## config.mk

```make
export PLATFORM = sky130hd
export DESIGN_NAME = subset_enumerator_by_size_top
export DESIGN_NICKNAME = d
export VERILOG_FILES = /design/src/rtl/core/subenum_pkg.sv /design/src/rtl/core/subenum_ctrl.sv /design/src/rtl/core/subenum_dp.sv /design/src/rtl/core/subset_enumerator_by_size_top.sv
export SDC_FILE = /design/constraint.sdc
export NUM_CORES = 1
export LEC_CHECK = 0
export ABC_AREA = 1
export CAP_MARGIN = 20
export CORE_ASPECT_RATIO = 1.5
export CORE_MARGIN = 3
export CORE_UTILIZATION = 60
export CTS_BUF_LIST = sky130_fd_sc_hd__clkbuf_16
export DETAILED_ROUTE_END_ITERATION = 8
export DONT_BUFFER_PORTS = 1
export PLACE_DENSITY = 0.83
export SLEW_MARGIN = 20
export SYNTH_ARGS = -nofsm -noshare
export SYNTH_HDL_FRONTEND = slang
export SYNTH_SLANG_ARGS = --single-unit
export TNS_END_PERCENT = 100
```

## constraint.sdc

```tcl
create_clock -name clk -period 9.7 [get_ports clk]
set_input_delay 2.425 -clock clk [delete_from_list [all_inputs] [get_ports clk]]
set_output_delay 2.425 -clock clk [all_outputs]
set_load 0.01 [all_outputs]
```

## src/rtl/core/subenum_pkg.sv

```systemverilog
`timescale 1ns / 1ps
// ----------------------------------------------------------------------------
// subenum_pkg
// Shared types and constants of the size-ordered subset enumerator.
// ----------------------------------------------------------------------------
package subenum_pkg;

    localparam int MASK_W  = 16;
    localparam int SIZE_W  = 5;
    localparam int INDEX_W = 16;
    localparam int CFG_W   = 5;

    localparam logic [CFG_W-1:0] SET_SIZE_RESET = 5'd3;

    // controller to datapath
    typedef struct packed {
        logic go_empty;
        logic scan_init;
        logic scan_step;
        logic fill_found;
        logic grow;
        logic fill_step;
        logic emit;
    } cmd_t;

    // datapath to controller
    typedef struct packed {
        logic started;
        logic size_zero;
        logic hit;
        logic ptr_zero;
        logic fill_last;
        logic grow_over;
    } status_t;

endpackage

```

## src/rtl/core/subenum_ctrl.sv

```systemverilog
`timescale 1ns / 1ps
// ----------------------------------------------------------------------------
// subenum_ctrl
// Sequencer: accepts a request, steps the member scan and refill, and
// hands the finished word to the output register.
// ----------------------------------------------------------------------------
module subenum_ctrl
(
    input  logic                clk,
    input  logic                rst_n,
    input  logic                in_valid,
    output logic                in_ready,
    input  logic                restart,
    output logic                out_valid,
    input  logic                out_ready,
    input  subenum_pkg::status_t sts,
    output subenum_pkg::cmd_t    cmd
);

    typedef enum logic [3:0] {
        ST_IDLE = 4'b0001,
        ST_SCAN = 4'b0010,
        ST_FILL = 4'b0100,
        ST_DONE = 4'b1000
    } state_t;

    state_t state_reg;
    state_t state_next;
    logic   out_valid_reg;
    logic   out_valid_next;

    assign in_ready  = (state_reg == ST_IDLE);
    assign out_valid = out_valid_reg;

    always_comb
    begin
        state_next     = state_reg;
        cmd            = '0;
        out_valid_next = out_valid_reg && !out_ready;
        case (state_reg)
            ST_IDLE:
            begin
                if (in_valid)
                begin
                    if (restart || !sts.started)
                    begin
                        cmd.go_empty = 1'b1;
                        state_next   = ST_DONE;
                    end
                    else if (sts.size_zero)
                    begin
                        if (sts.grow_over)
                        begin
                            cmd.go_empty = 1'b1;
                            state_next   = ST_DONE;
                        end
                        else
                        begin
                            cmd.grow   = 1'b1;
                            state_next = ST_FILL;
                        end
                    end
                    else
                    begin
                        cmd.scan_init = 1'b1;
                        state_next    = ST_SCAN;
                    end
                end
            end
            ST_SCAN:
            begin
                if (sts.hit)
                begin
                    cmd.fill_found = 1'b1;
                    state_next     = ST_FILL;
                end
                else if (sts.ptr_zero)
                begin
                    if (sts.grow_over)
                    begin
                        cmd.go_empty = 1'b1;
                        state_next   = ST_DONE;
                    end
                    else
                    begin
                        cmd.grow   = 1'b1;
                        state_next = ST_FILL;
                    end
                end
                else
                begin
                    cmd.scan_step = 1'b1;
                end
            end
            ST_FILL:
            begin
                cmd.fill_step = 1'b1;
                if (sts.fill_last)
                begin
                    state_next = ST_DONE;
                end
            end
            ST_DONE:
            begin
                if (!out_valid_reg || out_ready)
                begin
                    cmd.emit       = 1'b1;
                    out_valid_next = 1'b1;
                    state_next     = ST_IDLE;
                end
            end
            default:
            begin
                state_next = ST_IDLE;
            end
        endcase
    end

    always_ff @(posedge clk or negedge rst_n)
    begin
        if (!rst_n)
        begin
            state_reg     <= ST_IDLE;
            out_valid_reg <= 1'b0;
        end
        else
        begin
            state_reg     <= state_next;
            out_valid_reg <= out_valid_next;
        end
    end

    a_accept_leaves_idle: assert property (@(posedge clk) disable iff (!rst_n)
        (in_valid && in_ready) |=> (state_reg != ST_IDLE))
        else $error("accepted word did not start work");

    a_emit_sets_valid: assert property (@(posedge clk) disable iff (!rst_n)
        cmd.emit |=> out_valid_reg)
        else $error("emitted word not presented");

    a_no_overwrite: assert property (@(posedge clk) disable iff (!rst_n)
        (out_valid_reg && !out_ready) |-> !cmd.emit)
        else $error("output word overwritten while stalled");

endmodule

```

## src/rtl/core/subenum_dp.sv

```systemverilog
`timescale 1ns / 1ps
// ----------------------------------------------------------------------------
// subenum_dp
// Datapath: member register file, size and index counters, scan pointer,
// incremental subset mask and the output word register.
// ----------------------------------------------------------------------------
module subenum_dp
#(
    parameter int MAX_SET_SIZE = 16
)
(
    input  logic                                clk,
    input  logic                                rst_n,
    input  logic                                cfg_we,
    input  logic [subenum_pkg::CFG_W-1:0]       cfg_wdata,
    input  subenum_pkg::cmd_t                   cmd,
    output subenum_pkg::status_t                sts,
    output logic [subenum_pkg::MASK_W-1:0]      subset_mask,
    output logic [subenum_pkg::SIZE_W-1:0]      subset_size,
    output logic [subenum_pkg::INDEX_W-1:0]     subset_index,
    output logic                                last_subset
);

    localparam int KW = $clog2(MAX_SET_SIZE + 1);
    localparam int PW = (MAX_SET_SIZE > 1) ? $clog2(MAX_SET_SIZE) : 1;
    localparam int SW = KW + 2;

    logic [subenum_pkg::CFG_W-1:0]   set_size_reg;
    logic [KW-1:0]                   members_reg [MAX_SET_SIZE];
    logic [KW-1:0]                   current_size_reg;
    logic [subenum_pkg::INDEX_W-1:0] count_reg;
    logic                            started_reg;
    logic [PW-1:0]                   ptr_reg;
    logic [KW-1:0]                   fill_val_reg;
    logic                            grow_reg;
    logic [subenum_pkg::MASK_W-1:0]  mask_reg;
    logic [subenum_pkg::MASK_W-1:0]  mask_next;
    logic [subenum_pkg::MASK_W-1:0]  grow_mask;

    logic [subenum_pkg::MASK_W-1:0]  subset_mask_reg;
    logic [subenum_pkg::SIZE_W-1:0]  subset_size_reg;
    logic [subenum_pkg::INDEX_W-1:0] subset_index_reg;
    logic                            last_subset_reg;

    logic [KW-1:0]                   n_eff;
    logic [KW-1:0]                   rd_member;
    logic [KW:0]                     size_plus1;

    assign n_eff = ({1'b0, set_size_reg} > 6'(MAX_SET_SIZE)) ? KW'(MAX_SET_SIZE)
                                                              : KW'(set_size_reg);
    assign rd_member  = members_reg[ptr_reg];
    assign size_plus1 = (KW+1)'(current_size_reg) + (KW+1)'(1);

    assign sts.started   = started_reg;
    assign sts.size_zero = (current_size_reg == '0);
    assign sts.hit       = (SW'(rd_member) + SW'(current_size_reg))
                           < (SW'(n_eff) + SW'(ptr_reg) + SW'(1));
    assign sts.ptr_zero  = (ptr_reg == '0);
    assign sts.fill_last = ((KW+1)'(ptr_reg) + (KW+1)'(1)) == (KW+1)'(current_size_reg);
    assign sts.grow_over = size_plus1 > (KW+1)'(n_eff);

    always_comb
    begin
        for (int b = 0; b < subenum_pkg::MASK_W; b++)
        begin
            grow_mask[b] = (b < int'(size_plus1));
        end
    end

    // swap the old member's bit for the new one
    always_comb
    begin
        mask_next = mask_reg;
        for (int b = 0; b < subenum_pkg::MASK_W; b++)
        begin
            if (int'(rd_member) == b + 1)
            begin
                mask_next[b] = 1'b0;
            end
            if (int'(fill_val_reg) == b + 1)
            begin
                mask_next[b] = 1'b1;
            end
        end
    end

    always_ff @(posedge clk or negedge rst_n)
    begin
        if (!rst_n)
        begin
            set_size_reg     <= subenum_pkg::SET_SIZE_RESET;
            current_size_reg <= '0;
            count_reg        <= '0;
            started_reg      <= 1'b0;
            mask_reg         <= '0;
        end
        else
        begin
            if (cfg_we)
            begin
                set_size_reg <= cfg_wdata;
            end
            if (cmd.go_empty)
            begin
                current_size_reg <= '0;
                count_reg        <= '0;
                started_reg      <= 1'b1;
                mask_reg         <= '0;
            end
            if (cmd.grow)
            begin
                current_size_reg <= KW'(size_plus1);
                mask_reg         <= grow_mask;
            end
            if (cmd.fill_step && !grow_reg)
            begin
                mask_reg <= mask_next;
            end
            if (cmd.emit)
            begin
                count_reg <= count_reg + subenum_pkg::INDEX_W'(1);
            end
        end
    end

    always_ff @(posedge clk)
    begin
        if (cmd.scan_init)
        begin
            ptr_reg <= PW'(current_size_reg - KW'(1));
        end
        if (cmd.scan_step)
        begin
            ptr_reg <= ptr_reg - PW'(1);
        end
        if (cmd.fill_found)
        begin
            fill_val_reg <= rd_member + KW'(1);
            grow_reg     <= 1'b0;
        end
        if (cmd.grow)
        begin
            ptr_reg      <= '0;
            fill_val_reg <= KW'(1);
            grow_reg     <= 1'b1;
        end
        if (cmd.fill_step)
        begin
            members_reg[ptr_reg] <= fill_val_reg;
            ptr_reg              <= ptr_reg + PW'(1);
            fill_val_reg         <= fill_val_reg + KW'(1);
        end
        if (cmd.emit)
        begin
            subset_mask_reg  <= mask_reg;
            subset_size_reg  <= subenum_pkg::SIZE_W'(current_size_reg);
            subset_index_reg <= count_reg;
            last_subset_reg  <= (current_size_reg >= n_eff);
        end
    end

    assign subset_mask  = subset_mask_reg;
    assign subset_size  = subset_size_reg;
    assign subset_index = subset_index_reg;
    assign last_subset  = last_subset_reg;

    a_fill_in_range: assert property (@(posedge clk) disable iff (!rst_n)
        cmd.fill_step |-> ((KW+1)'(ptr_reg) < (KW+1)'(current_size_reg)))
        else $error("refill beyond current size");

    a_empty_clears: assert property (@(posedge clk) disable iff (!rst_n)
        cmd.go_empty |=> (current_size_reg == '0) && (count_reg == '0) && (mask_reg == '0))
        else $error("empty set not restored");

endmodule

```

## src/rtl/core/subset_enumerator_by_size_top.sv

```systemverilog
`timescale 1ns / 1ps
// ----------------------------------------------------------------------------
// subset_enumerator_by_size_top
// Emits the subsets of {1..n} ordered by size, then lexicographically.
// ----------------------------------------------------------------------------
// Usage:
//   Input channel (in_valid/in_ready/restart): each accepted word requests
//   one subset. restart=1 returns to the empty set; restart=0 advances.
//   Output channel (out_valid/out_ready): one word per request carrying the
//   mask, size, running index and the full-set flag.
//   Config: cfg_we/cfg_wdata writes n (set_size); write only while idle.
// Timing:
//   A restart skips the scan and refill. An advance scans the members right
//   to left and then refills members, one member per cycle through the
//   member register file. A new word is taken the cycle after the previous
//   result is loaded into the output register.
// Reset and stall:
//   Reset sets n to 3, clears the enumeration; the first request after
//   reset always gives the empty set with index 0. If the receiver stalls,
//   the finished result waits in the output register while the next word
//   may be accepted; that word's result is held until the register frees.
// ----------------------------------------------------------------------------
module subset_enumerator_by_size_top
#(
    parameter int MAX_SET_SIZE = 16
)
(
    input  logic                                clk,
    input  logic                                rst_n,
    input  logic                                cfg_we,
    input  logic [subenum_pkg::CFG_W-1:0]       cfg_wdata,
    input  logic                                in_valid,
    output logic                                in_ready,
    input  logic                                restart,
    output logic                                out_valid,
    input  logic                                out_ready,
    output logic [subenum_pkg::MASK_W-1:0]      subset_mask,
    output logic [subenum_pkg::SIZE_W-1:0]      subset_size,
    output logic [subenum_pkg::INDEX_W-1:0]     subset_index,
    output logic                                last_subset
);

    subenum_pkg::cmd_t    cmd;
    subenum_pkg::status_t sts;

    subenum_ctrl u_ctrl
    (
        .clk       (clk),
        .rst_n     (rst_n),
        .in_valid  (in_valid),
        .in_ready  (in_ready),
        .restart   (restart),
        .out_valid (out_valid),
        .out_ready (out_ready),
        .sts       (sts),
        .cmd       (cmd)
    );

    subenum_dp #(
        .MAX_SET_SIZE (MAX_SET_SIZE)
    ) u_dp
    (
        .clk          (clk),
        .rst_n        (rst_n),
        .cfg_we       (cfg_we),
        .cfg_wdata    (cfg_wdata),
        .cmd          (cmd),
        .sts          (sts),
        .subset_mask  (subset_mask),
        .subset_size  (subset_size),
        .subset_index (subset_index),
        .last_subset  (last_subset)
    );

endmodule

```

* After elaboration in Yosys (flattened, before gate mapping)
Memory sizes are Yosys's and may differ from the RTL's. A register that Yosys moved wholly into a read port is not among the register bits.
Index checks and enable logic that the tools add are counted.
** Word-level totals
- Memories :: 1
- RAM bits :: 80
- Input bits :: 11
- Logic and storage cells :: 234
- Register bits :: 96
** Cells by class
- $lt $le $gt $ge :: 20
- Add/sub/neg operators :: 11
- Equal/unequal tests :: 57
- Reductions and logical operators :: 32
- Multiplexer cells :: 84
** Memories
- u_dp.members_reg :: depth 16, bits a word 5, read ports 1, clocked after Yosys merged registers in 1, write ports 1, RTL line subenum_dp.sv:29 : logic [KW-1:0] members_reg [MAX_SET_SIZE];
** Operators by type and width (number)
- $eq 5x5->1 const B :: 18
- $mux 16 :: 4
- $mux 1 :: 56
- $mux 4 :: 13
- $lt 4x6->1 const A :: 8
- $ne 3x1->1 const B :: 16
- $eq 5x4->1 const B :: 8
- $reduce_and 2->1 :: 16
- $mux 5 :: 6
- $lt 3x6->1 const A :: 4
- $eq 5x3->1 const B :: 4
- $add 16x1->16 const B :: 1
- $pmux 4 s4 :: 1
- $lt 1x6->1 const A :: 2
- $lt 2x6->1 const A :: 2
- $add 5x1->5 const B :: 2
- $eq 5x2->1 const B :: 2
- $sub 4x1->4 const B :: 2
- $add 7x1->7 const B :: 1
- $lt 7x7->1 :: 1
- $add 5x1->6 const B :: 1
- $add 5x4->6 :: 1
- $add 5x5->6 :: 1
- $gt 6x5->1 :: 1
- other kinds (23) :: 33

* Depth between registers and ports, before layout
Gate-level depths: netlist (run 1).
- Depth in word-level cells :: 13
- Mapped depth :: 28

* Cells and area by module
Synthesis (run 1) repeated with hierarchy kept, for this count alone.
** Unflattened totals
- Cell total of the unflattened synthesis :: 975
- Area total of the unflattened synthesis :: 9175.0 µm²
** By module, submodules not included
- subenum_dp :: area each 8765.9 µm², instances 1, cells each 905, sequential area each 4992.3 µm²
- subenum_ctrl :: area each 409.1 µm², instances 1, cells each 70, sequential area each 126.4 µm²

* Least setup slack after synthesis (run 1)
No wires, ideal clock.
- Path type :: input to register
- From :: input port out_ready
- To :: register u_dp.last_subset_reg (netlist: u_dp.last_subset) (enable)
- Cell stages on the path :: 5
- Setup slack :: 5.282 ns
- Data arrival time :: 4.001 ns
- Data required time :: 9.283 ns
- Cell sequence :: inv_1 nand2_1 nand2_1 clkinv_1 clkbuf_1
** RTL lines
- from (decl) :: RTL line subset_enumerator_by_size_top.sv:36 : input logic out_ready,
- to (signal assigned) :: RTL line subenum_dp.sv:158 : last_subset_reg <= (current_size_reg >= n_eff);
- to (decl) :: RTL line subenum_dp.sv:43 : logic last_subset_reg;

==> impl_results.md, run 1 <==
- Crit-path max cell delay: roughly 760 ps
- Largest area contributor in the netlist: edfxtp_1
- Final std cells w/o fill: roughly 1200
- Num rows: 54
- Synth Flop Type: edfxtp_1
- RSZ-0062 raised after global routing: no
- Via density: about 5.8
- Final Setup Violations: 0
- Status: finished, final reports clean
- VDD IR-drop max: ~0.18 mV
- HPWL after DPL: ~15 mm
- Via count: 6783
- H-tree levels: 4
- PD cells: about 320 mW/mm^2
- CP Max Fanout: between 40 and 50
- Share of cells above drive strength 1: 0.05682
- Period utilisation layout: 0.5550
- CP Data Required Time: roughly 10000 ps
- Initial antenna violation count: 0
- Core Footprint: 0.01466 mm^2
- Post-Syn Nets: a little over 1000
- Hold Fails Final Rpt: 0
- Die W: approximately 110 um
- Setup Buffers After CTS: 0
- Leakage: between 4 and 5 nW
- Slew @ Worst Pin: a little over 1000 ps
- Port-buffer cells: 0
- Max Clock Freq: around 0.19 GHz
- Worst path arrival time: roughly 5700 ps
- Post-synth EDFFs: ~130
- Post-synthesis sequential area ratio: 0.5644
- Final Instance Area: a little under 0.01 mm^2
- Pint: 1.756 mW
- Top post-synthesis cells by area: edfxtp_1 (42%), dfrtp_1 (12%), nand2_1 (6.9%), ha_1 (5.9%), nor2_1 (5.5%)
- Die Footprint: between 0.015 and 0.02 mm^2
- Synth unique cells: 44
- Share of the synthesized area in the top cell type: 0.4205
- Syn_area_per_cell: between 9 and 10 um^2
- Synthesis warning total: 0
- FILL cells: between 1000 and 1500
- Most frequent cells after synthesis: nand2_1 (166), nor2_1 (133), edfxtp_1 (127)
- Hold WC Path Type: flop to flop
- ANT nets after route: 0
- Final Routed Wirelength: 20.51 mm
- Syn Inst Count: ~960
- Clk_skew: roughly 12 ps
- First-pass GRT wire length: between 30 and 40 mm
- MaxCap Viol Count: 0
- Post-synthesis cell area: 0.009070 mm^2
- Largest net degree at the start of global routing: 57
- Hold-fix buffers, CTS: 0
- Top layer reached by signal wires: met4
- 1st-iter DRT viols: between 500 and 600
- Boundary Pins: 51
- Worst setup EP type: flop
- GRT Residual Overflow: 0
- Top-count cell post-synth: nand2_1
- Routability cong.: 0.9616
- Worst path slowest cell: inv_1
- N_diodes: 0
- Placed Cells: 1132
- Flop pwr share: 0.378
- Nets: just over 1000
- Net Sw Power: 1.355 mW
- Initial Utilization: 0.6186
- Pre-antenna DRT Iters: 5
- Die H: 156.6 um
- Max-slew violations: 0
- Max FFs per register: 80
- Met2 WL post-DR: around 11 mm
- Clk slew on worst S/H paths: roughly 70 ps
- CP Class: flop to flop
- Sum Neg Setup Slack: 0 ps
- Sink Count: 180
- Gate power share: 0.412
- Clock Latency Late Sink: approximately 440 ps
- Vias in the first global route: roughly 6500
- Clock share of power: 0.210
- Crit path cell chain: buf_4 > inv_1 > o21ai_0 > o211ai_1 > nand3_1 > nand2_1 > ha_1 > nand2_1 > nor2_1 > a211oi_1 > xor2_1 > ha_1 > a21o_1 > a21oi_1 > nand2_1 > inv_1 > nor2_1 > nand3_1 > nand2_1 > nor2_2 > inv_1 > o22ai_1
- Slew headroom: 0.3223
- CP Buf/Inv Count: 4
- FF+latch count, synth: 180
- Root buf cell: clkbuf_16
- Switching power share of the total: 0.4356
- Asr flop ratio synth: 0.2667
- Area post-placement: between 0.009 and 0.01 mm^2
- CTS tree: built
- Met3 WL post-DR: between 1 and 1.5 mm
- CTS Buffer Depth: 2
- Critical Path Source Type: flop
- DRC: 0
- CP most frequent cell: nand2_1
- Delay-heaviest family, CP: simple AND/OR/NAND/NOR gates
- Area delta synth->final: 7.960%
- TritonCTS Buffers: 17
- DRT met1 WL: 7.716 mm
- Drt wl/cell: 17.62 um
- CTS resizes: 0
- Min Clock Period, post-route: ~5400 ps
- GRT Total Usage: 0.2581
-- per-stage QoR --
step           worst slack (ps)  total power, mW  hold WS (ps)    util
5_1_grt                    3828            3.337         471.4  0.6679
2_1_floorplan              5282            2.084         421.5       -
3_5_place_dp               4496            2.437         431.3  0.6292
6_report                   4317            3.111         452.8  0.6679
4_1_cts                    4405            3.094         457.6  0.6679
3_3_place_gp               4680            2.407         434.9  0.6292
-- kinds of logic (layout without fill, tap and decap cells) --
| logic type | Yosys count | after routing | synth area share |
|---|---|---|---|
| buffers and inverters | 141 | 154 | 0.06084 |
| DFF | 180 | 180 | 0.5644 |
| AOI/OAI and AO/OA | 157 | 157 | 0.09739 |
| adders and majority gates | 45 | 45 | 0.06373 |
| and+or+nand+nor | 417 | 417 | 0.1992 |
| xor gates and xnor gates | 15 | 15 | 0.01449 |
-- placed cells by master, fill, tap and decap left out, types with 9 or more instances in the layout --
cell type  netlist  layout
nor2_1         133     133
o22ai_1         12      12
ha_1            43      43
nand2_1        166     166
xor2_1           9       9
nor3_1          10      10
edfxtp_1       127     127
nand4_1         20      20
inv_1          116     116
o211ai_1        17      17
dfrtp_1         45      45
o21ai_0         84      84
clkbuf_16        0      17
nand3_1         65      65
a21oi_1         29      29
-- power by group through the flow --
stage	Clock, mW	Sequential [mW]	Combinational (mW)
after floorplan	0	1.12	0.967
after global placement	0	1.19	1.22
after detailed placement	0	1.19	1.25
after CTS	0.656	1.17	1.26
after global routing	0.689	1.19	1.45
final	0.654	1.17	1.28
-- final cells by class --
class | count | area [um^2] | share of cell area
inverters | 121 | 454.2 | 0.04638
well taps | 196 | 245.2 | 0.02504
repair buffers | 1 | 7.507 | 0.0007667
flip-flops and latches | 180 | 5119 | 0.5227
clock inverters | 15 | 141.4 | 0.01444
multi-input cells | 634 | 3400 | 0.3472
clock buffers | 17 | 425.4 | 0.04344
-- tightest hold or removal path, cell delays in order, from the launching register on --
cell,delay (ps)
dfrtp_1,330
inv_1,40
nand2_1,50
-- layer usage --
metal | vias to the layer above | global-route usage
met5 | - | 0
met4 | 0 | 0.1105
met3 | 68 | 0.06149
met2 | 259 | 0.4587
met1 | 3205 | 0.2968
li1 | 3251 | -
-- worst paths after layout --
check,startpoint,endpoint,slack (ps),cells after the start
setup / recovery,flop,u_dp.current_size_reg[2],4320,22
hold / removal,u_dp.started_reg,u_dp.started_reg,450,2
setup reg to reg,flop,u_dp.current_size_reg[2],4320,22
hold reg to reg,u_dp.started_reg,u_dp.started_reg,450,2
max in group asynchronous,rst_n,u_ctrl.state_reg[0],7810,0
min in group asynchronous,rst_n,u_dp.count_reg[10],1680,0
No activity file was read; power rests on OpenSTA's default activity.
==> inputs of run 2 (changes only) <==
==> constraint.sdc (replaced) <==
create_clock -name clk -period 5.6 [get_ports clk]
set_input_delay 1.4 -clock clk [delete_from_list [all_inputs] [get_ports clk]]
set_output_delay 1.4 -clock clk [all_outputs]
set_load 0.01 [all_outputs]
==> run 2 against run 1 <==
Effect of this change: global-route usage increased by 0.76 points; die area unchanged; setup slack worse by 3600 ps; wire length is 4.2% higher.
==> impl_results.md, run 2 (synthesized netlist as in run 1, its figures left out) <==
- Final Setup Violations: 0 (unchanged)
- HPWL after DPL: 15.07 mm (+3.0%)
- Initial Utilization: 0.6186 (unchanged)
- CP Data Required Time: 5940 ps (-4110 ps)
- 1st-iter DRT viols: 699 (+22%)
- ANT nets after route: 0 (unchanged)
- Boundary Pins: 51 (unchanged)
- Slew @ Worst Pin: 1006 ps (-9.501 ps)
- Max-slew violations: 0 (unchanged)
- Setup Buffers After CTS: 0 (unchanged)
- Sum Neg Setup Slack: 0 ps (unchanged)
- H-tree levels: 4 (unchanged)
- TritonCTS Buffers: 17 (unchanged)
- GRT Total Usage: 0.2657 (+0.007650)
- Core Footprint: 0.01466 mm^2 (unchanged)
- Max Clock Freq: 0.2055 GHz (+11%)
- Max FFs per register: 80 (unchanged)
- CTS Buffer Depth: 2 (unchanged)
- Worst path arrival time: 5210 ps (-520 ps)
- CP Class: flop to flop
- Critical Path Source Type: flop
- Hold Fails Final Rpt: 0 (unchanged)
- Pre-antenna DRT Iters: 7 (+2)
- Drt wl/cell: 18.29 um (+3.8%)
- Final core occ: 0.6731 (+0.005206)
- Most frequent cells in the layout: nand2_1 (166), nor2_1 (133), edfxtp_1 (127), inv_1 (116), o21ai_0 (84)
- Share of cells above drive strength 1: 0.06166 (+0.004847)
- DRC: 0 (unchanged)
- Worst hold slack: 452.3 ps (-0.5110 ps)
- N_diodes: 0 (unchanged)
- Total chip power: 5.526 mW (+78%)
- Clk_skew: 11.31 ps (-1.161 ps)
- Initial antenna violation count: 0 (unchanged)
- R2R Setup Slk: 730 ps (-3580 ps)
- Via count: 6889 (+1.6%)
- CTS tree: built
- Die W: 106.4 um (unchanged)
- Die Footprint: 0.01666 mm^2 (unchanged)
- Sink Count: 180 (unchanged)
- Final Routed Wirelength: 21.38 mm (+4.2%)
- CTS resizes: 0 (unchanged)
- Num rows: 54 (unchanged)
- Via density: 5.893 (+1.1%)
- CP Max Fanout: 21 (-50%)
- Worst setup EP type: flop
- Clk slew on worst S/H paths: 70 ps (about the same)
- Leakage: 4.104 nW (+0.97%)
- VDD IR-drop max: 0.3275 mV (+84%)
- Area delta synth->final: 8.801%
- Routability cong.: 0.9555 (-0.63%)
- Port-buffer cells: 0 (unchanged)
- Period utilisation layout: 0.8692 (+0.3142)
- Hold-fix buffers, CTS: 0 (unchanged)
- PD cells: 560.0 mW/mm^2 (+76%)
- Slew headroom: 0.3286 (+0.006344)
- MaxCap Viol Count: 0 (unchanged)
- Status: finished, final reports clean
- Commonest non-fill, non-tap cell in the layout: nand2_1
- First-pass GRT wire length: 34.18 mm (+3.5%)
- Min Clock Period, post-route: 4867 ps (-515.8 ps)
- RSZ-0062 raised after global routing: no
- Largest net degree at the start of global routing: 57 (unchanged)
- Clock Latency Late Sink: 430 ps (about the same)
- Die H: 156.6 um (unchanged)
- Hold WC Path Type: flop to flop
- Nets: 1016 (+0.49%)
- Vias in the first global route: 6748 (+3.4%)
- GRT Residual Overflow: 0 (unchanged)
- Root buf cell: clkbuf_16
==> run 2: changes by cell type in the layout (fill, tap and decap cells not counted) <==
| cell | previous run | this run |
|---|---|---|
| clkinvlp_4 | 2 | 1 |
| clkinv_8 | 1 | 5 |
| clkinv_2 | 2 | 0 |
| clkinv_4 | 2 | 1 |
| buf_4 | 1 | 6 |
==> run 2: path summary, 6_finish.rpt <==
kind / startpoint / end / cells after the start
worst max-delay path: flop / u_dp.current_size_reg[3] / 21
worst min-delay path: u_dp.mask_reg[8] / u_dp.subset_mask[8] / 0
worst max register to register: flop / u_dp.current_size_reg[3] / 21
worst min register to register: u_dp.mask_reg[8] / u_dp.subset_mask[8] / 0
max in group asynchronous: rst_n / u_dp.set_size_reg[0] / 0
min in group asynchronous: rst_n / u_dp.count_reg[6] / 0
==> run 2: per-stage QoR <==
step                cell area, um^2  setup slack [ps]  instances
finish                         9868             732.7       1169
detailed placement             9263             892.0       1137
CTS                            9868             773.3       1169
floorplan                      9070              1804        955
global route                   9868             283.2       1169
global placement               9263              1002       1137
==> run 2: cell type report <==
class / count / area, um^2
well taps: 196 / 245.2
inverters: 121 / 454.2
repair buffers: 6 / 45.04
fillers: 1126 / 4793
clock buffers: 17 / 425.4
multi-input cells: 634 / 3400
flip-flops and latches: 180 / 5119
clock inverters: 15 / 180.2
==> run 2: per-layer routing <==
| metal | track usage | share of wire | up-vias |
|---|---|---|---|
| met5 | 0 | 0 | - |
| met4 | 0.1253 | 0.045 | 0 |
| met2 | 0.4702 | 0.52 | 306 |
| met1 | 0.3104 | 0.37 | 3251 |
| met3 | 0.05159 | 0.061 | 76 |
| li1 | - | - | 3256 |
==> run 2: where the power goes <==
| group | switching [mW] | internal, mW | total, mW |
|---|---|---|---|
| clock network | 0.579 | 0.607 | 1.19 |
| logic | 1.63 | 0.732 | 2.36 |
| registers | 0.236 | 1.74 | 1.98 |
==> run 2: critical path, cell delays in order (launching register included) <==
cell and delay, ps:
dfxtp_1 320, inv_1 380, buf_4 320, o21ai_0 120, o221ai_1 220, nand3_1 100, nand2_1 210, ha_1 230
inv_1 60, fa_1 400, nor2_1 120, a211oi_1 60, xor2_1 160, ha_1 330, a21o_1 180, a21oi_1 120
nand2_1 210, nand3_1 170, nand2_2 150, nor2_2 570, inv_1 200, o22ai_1 150
==> inputs of run 3 (changes only) <==
--- a/config.mk
+++ b/config.mk
@@ -13,6 +13,7 @@
 export CTS_BUF_LIST = sky130_fd_sc_hd__clkbuf_16
 export DETAILED_ROUTE_END_ITERATION = 8
 export DONT_BUFFER_PORTS = 1
+export GPL_TIMING_DRIVEN = 0
 export PLACE_DENSITY = 0.83
 export SLEW_MARGIN = 20
 export SYNTH_ARGS = -nofsm -noshare
==> run 3 against run 2 <==
Effect of this change: wire length down 0.93%; largest cell class unchanged; sequential power up 2%; highest routed layer unchanged; critical path type unchanged; hold slack worse by 1.9 ps; critical path depth down 2; core utilization up 0.70 points; non-clock buffer count up 15; flip-flop and latch count unchanged.
==> impl_results.md, run 3 (synthesized netlist as in run 1, its figures left out) <==
- Total chip power: 5.554 mW (+0.49%)
- Hold Fails Final Rpt: 0 (unchanged)
- Vias in the first global route: 6899 (+2.2%)
- Worst path slowest cell: dfxtp_1
- Status: finished, final reports clean
- Hold WC Path Type: flop to flop
- Commonest non-fill, non-tap cell in the layout: nand2_1
- 1st-iter DRT viols: 612 (-12%)
- Placed Cells: 1152 (+1.3%)
- DRC: 0 (unchanged)
- Initial antenna violation count: 0 (unchanged)
- First-pass GRT wire length: 33.91 mm (-0.79%)
- Die H: 156.6 um (unchanged)
- Die W: 106.4 um (unchanged)
- Worst setup EP type: flop
- Die Footprint: 0.01666 mm^2 (unchanged)
- Crit path cell chain: clkbuf_1 > o21ai_0 > o221ai_1 > nand3_1 > nand2_1 > ha_1 > inv_1 > fa_1 > nor2_1 > a211oi_1 > xor2_1 > ha_1 > a21o_1 > a21oi_1 > nand2_1 > nand3_1 > nand2_2 > nor2_4 > o21ai_0
- Root buf cell: clkbuf_16
- Core Footprint: 0.01466 mm^2 (unchanged)
- CP Max Fanout: 10 (-52%)
- Setup Buffers After CTS: 0 (unchanged)
- Via density: 5.825 (-1.2%)
- Pre-antenna DRT Iters: 5 (-2)
- Most frequent cells in the layout: nand2_1 (166), nor2_1 (133), edfxtp_1 (127), inv_1 (116), o21ai_0 (84)
- TritonCTS Buffers: 17 (unchanged)
- Port-buffer cells: 0 (unchanged)
- Max FFs per register: 80 (unchanged)
- Max Clock Freq: 0.2021 GHz (-1.6%)
- Hold-fix buffers, CTS: 0 (unchanged)
- Max-slew violations: 0 (unchanged)
- Boundary Pins: 51 (unchanged)
- CP Class: flop to flop
- VDD IR-drop max: 0.3312 mV (+1.1%)
- N_diodes: 0 (unchanged)
- Slew headroom: 0.3607 (+0.03212)
- CTS Buffer Depth: 2 (unchanged)
- Via count: 6897 (+0.12%)
- Clk slew on worst S/H paths: 70 ps (about the same)
- Routability cong.: 0.9422 (-1.4%)
- Clk_skew: 10.81 ps (-0.4957 ps)
- HPWL after DPL: 14.87 mm (-1.3%)
- Num rows: 54 (unchanged)
- RSZ-0062 raised after global routing: no
- Place WS: 726.2 ps (-165.8 ps)
- Initial Utilization: 0.6186 (unchanged)
- PD cells: 557.0 mW/mm^2 (-0.54%)
- Leakage: 4.152 nW (+1.2%)
- Slew @ Worst Pin: 951.6 ps (-54.03 ps)
- Sink Count: 180 (unchanged)
- CP Data Required Time: 5700 ps (-240 ps)
- Final std cells w/o fill: 1184 (+1.3%)
- Final Setup Violations: 0 (unchanged)
- PnR worst setup slack: 652.2 ps (-80.52 ps)
- Clock Latency Late Sink: 440 ps (about the same)
- Area delta synth->final: 9.932%
- Crit-path max cell delay: 530 ps (-40 ps)
- Min Clock Period, post-route: 4948 ps (+80.52 ps)
- ANT nets after route: 0 (unchanged)
- GRT Total Usage: 0.2624 (-0.003272)
- Largest net degree at the start of global routing: 49 (-14%)
- Period utilisation layout: 0.8835 (+0.01438)
- Nets: 1031 (+1.5%)
- Worst path arrival time: 5050 ps (-160 ps)
- Share of cells above drive strength 1: 0.06781 (+0.006149)
- Drt wl/cell: 17.89 um (-2.2%)
- Sum Neg Setup Slack: 0 ps (unchanged)
- H-tree levels: 4 (unchanged)
- GRT Residual Overflow: 0 (unchanged)
- MaxCap Viol Count: 0 (unchanged)
- CTS resizes: 0 (unchanged)
- Critical Path Source Type: flop
- Final Routed Wirelength: 21.18 mm (-0.93%)
- CTS tree: built
run 3: per-layer routing:
metal  GRT usage  share of wire  up-vias
met5           0              0        -
met4      0.1488          0.043        0
met3     0.05283          0.062       74
met2      0.4603           0.52      309
met1      0.2977           0.37     3217
li1            -              -     3297
run 3: final timing paths:
path	to	from	slack, ps	depth (start not counted)
setup / recovery	u_dp.fill_val_reg[2]	flop	650	19
max in group asynchronous	u_dp.set_size_reg[0]	rst_n	4750	0
setup reg to reg	u_dp.fill_val_reg[2]	flop	650	19
hold reg to reg	u_dp.subset_mask[1]	u_dp.mask_reg[1]	450	0
min in group asynchronous	u_dp.count_reg[3]	rst_n	660	0
hold / removal	u_dp.subset_mask[1]	u_dp.mask_reg[1]	450	0
run 3: cell type report:
class / instances / area (um^2)
Tap cell: 196 / 245.2
Clock inverter: 15 / 209.0
Buffer: 20 / 98.84
Inverter: 121 / 454.2
Fill cell: 1113 / 4691
Clock buffer: 17 / 425.4
Sequential cell: 180 / 5119
Timing Repair Buffer: 1 / 20.02
Multi-Input combinational cell: 634 / 3400
run 3: report_power, final:
part           internal (mW)  leakage, nW  switching (mW)
Sequential              1.74         1.83           0.274
Combinational          0.740         2.02            1.59
Clock                  0.615        0.303           0.589
run 3: critical path: cells and delay by family (launching register included):
| family | cells | cell delay (ps) |
|---|---|---|
| and+or+nand+nor | 7 | 1370 |
| AOI/OAI and AO/OA | 6 | 1140 |
| adders and majority gates | 3 | 950 |
| DFF | 1 | 530 |
| buffers and inverters | 2 | 460 |
| xor gates and xnor gates | 1 | 160 |
run 3: stage by stage:
step | instance area (um^2) | utilization | hold slack, ps
after floorplan | 9070 | - | 421.5
after global placement | 9315 | 0.6353 | 433.4
after detailed placement | 9336 | 0.6368 | 430.6
after CTS | 9971 | 0.6801 | 454.3
after global routing | 9971 | 0.6801 | 461.6
final | 9971 | 0.6801 | 450.5
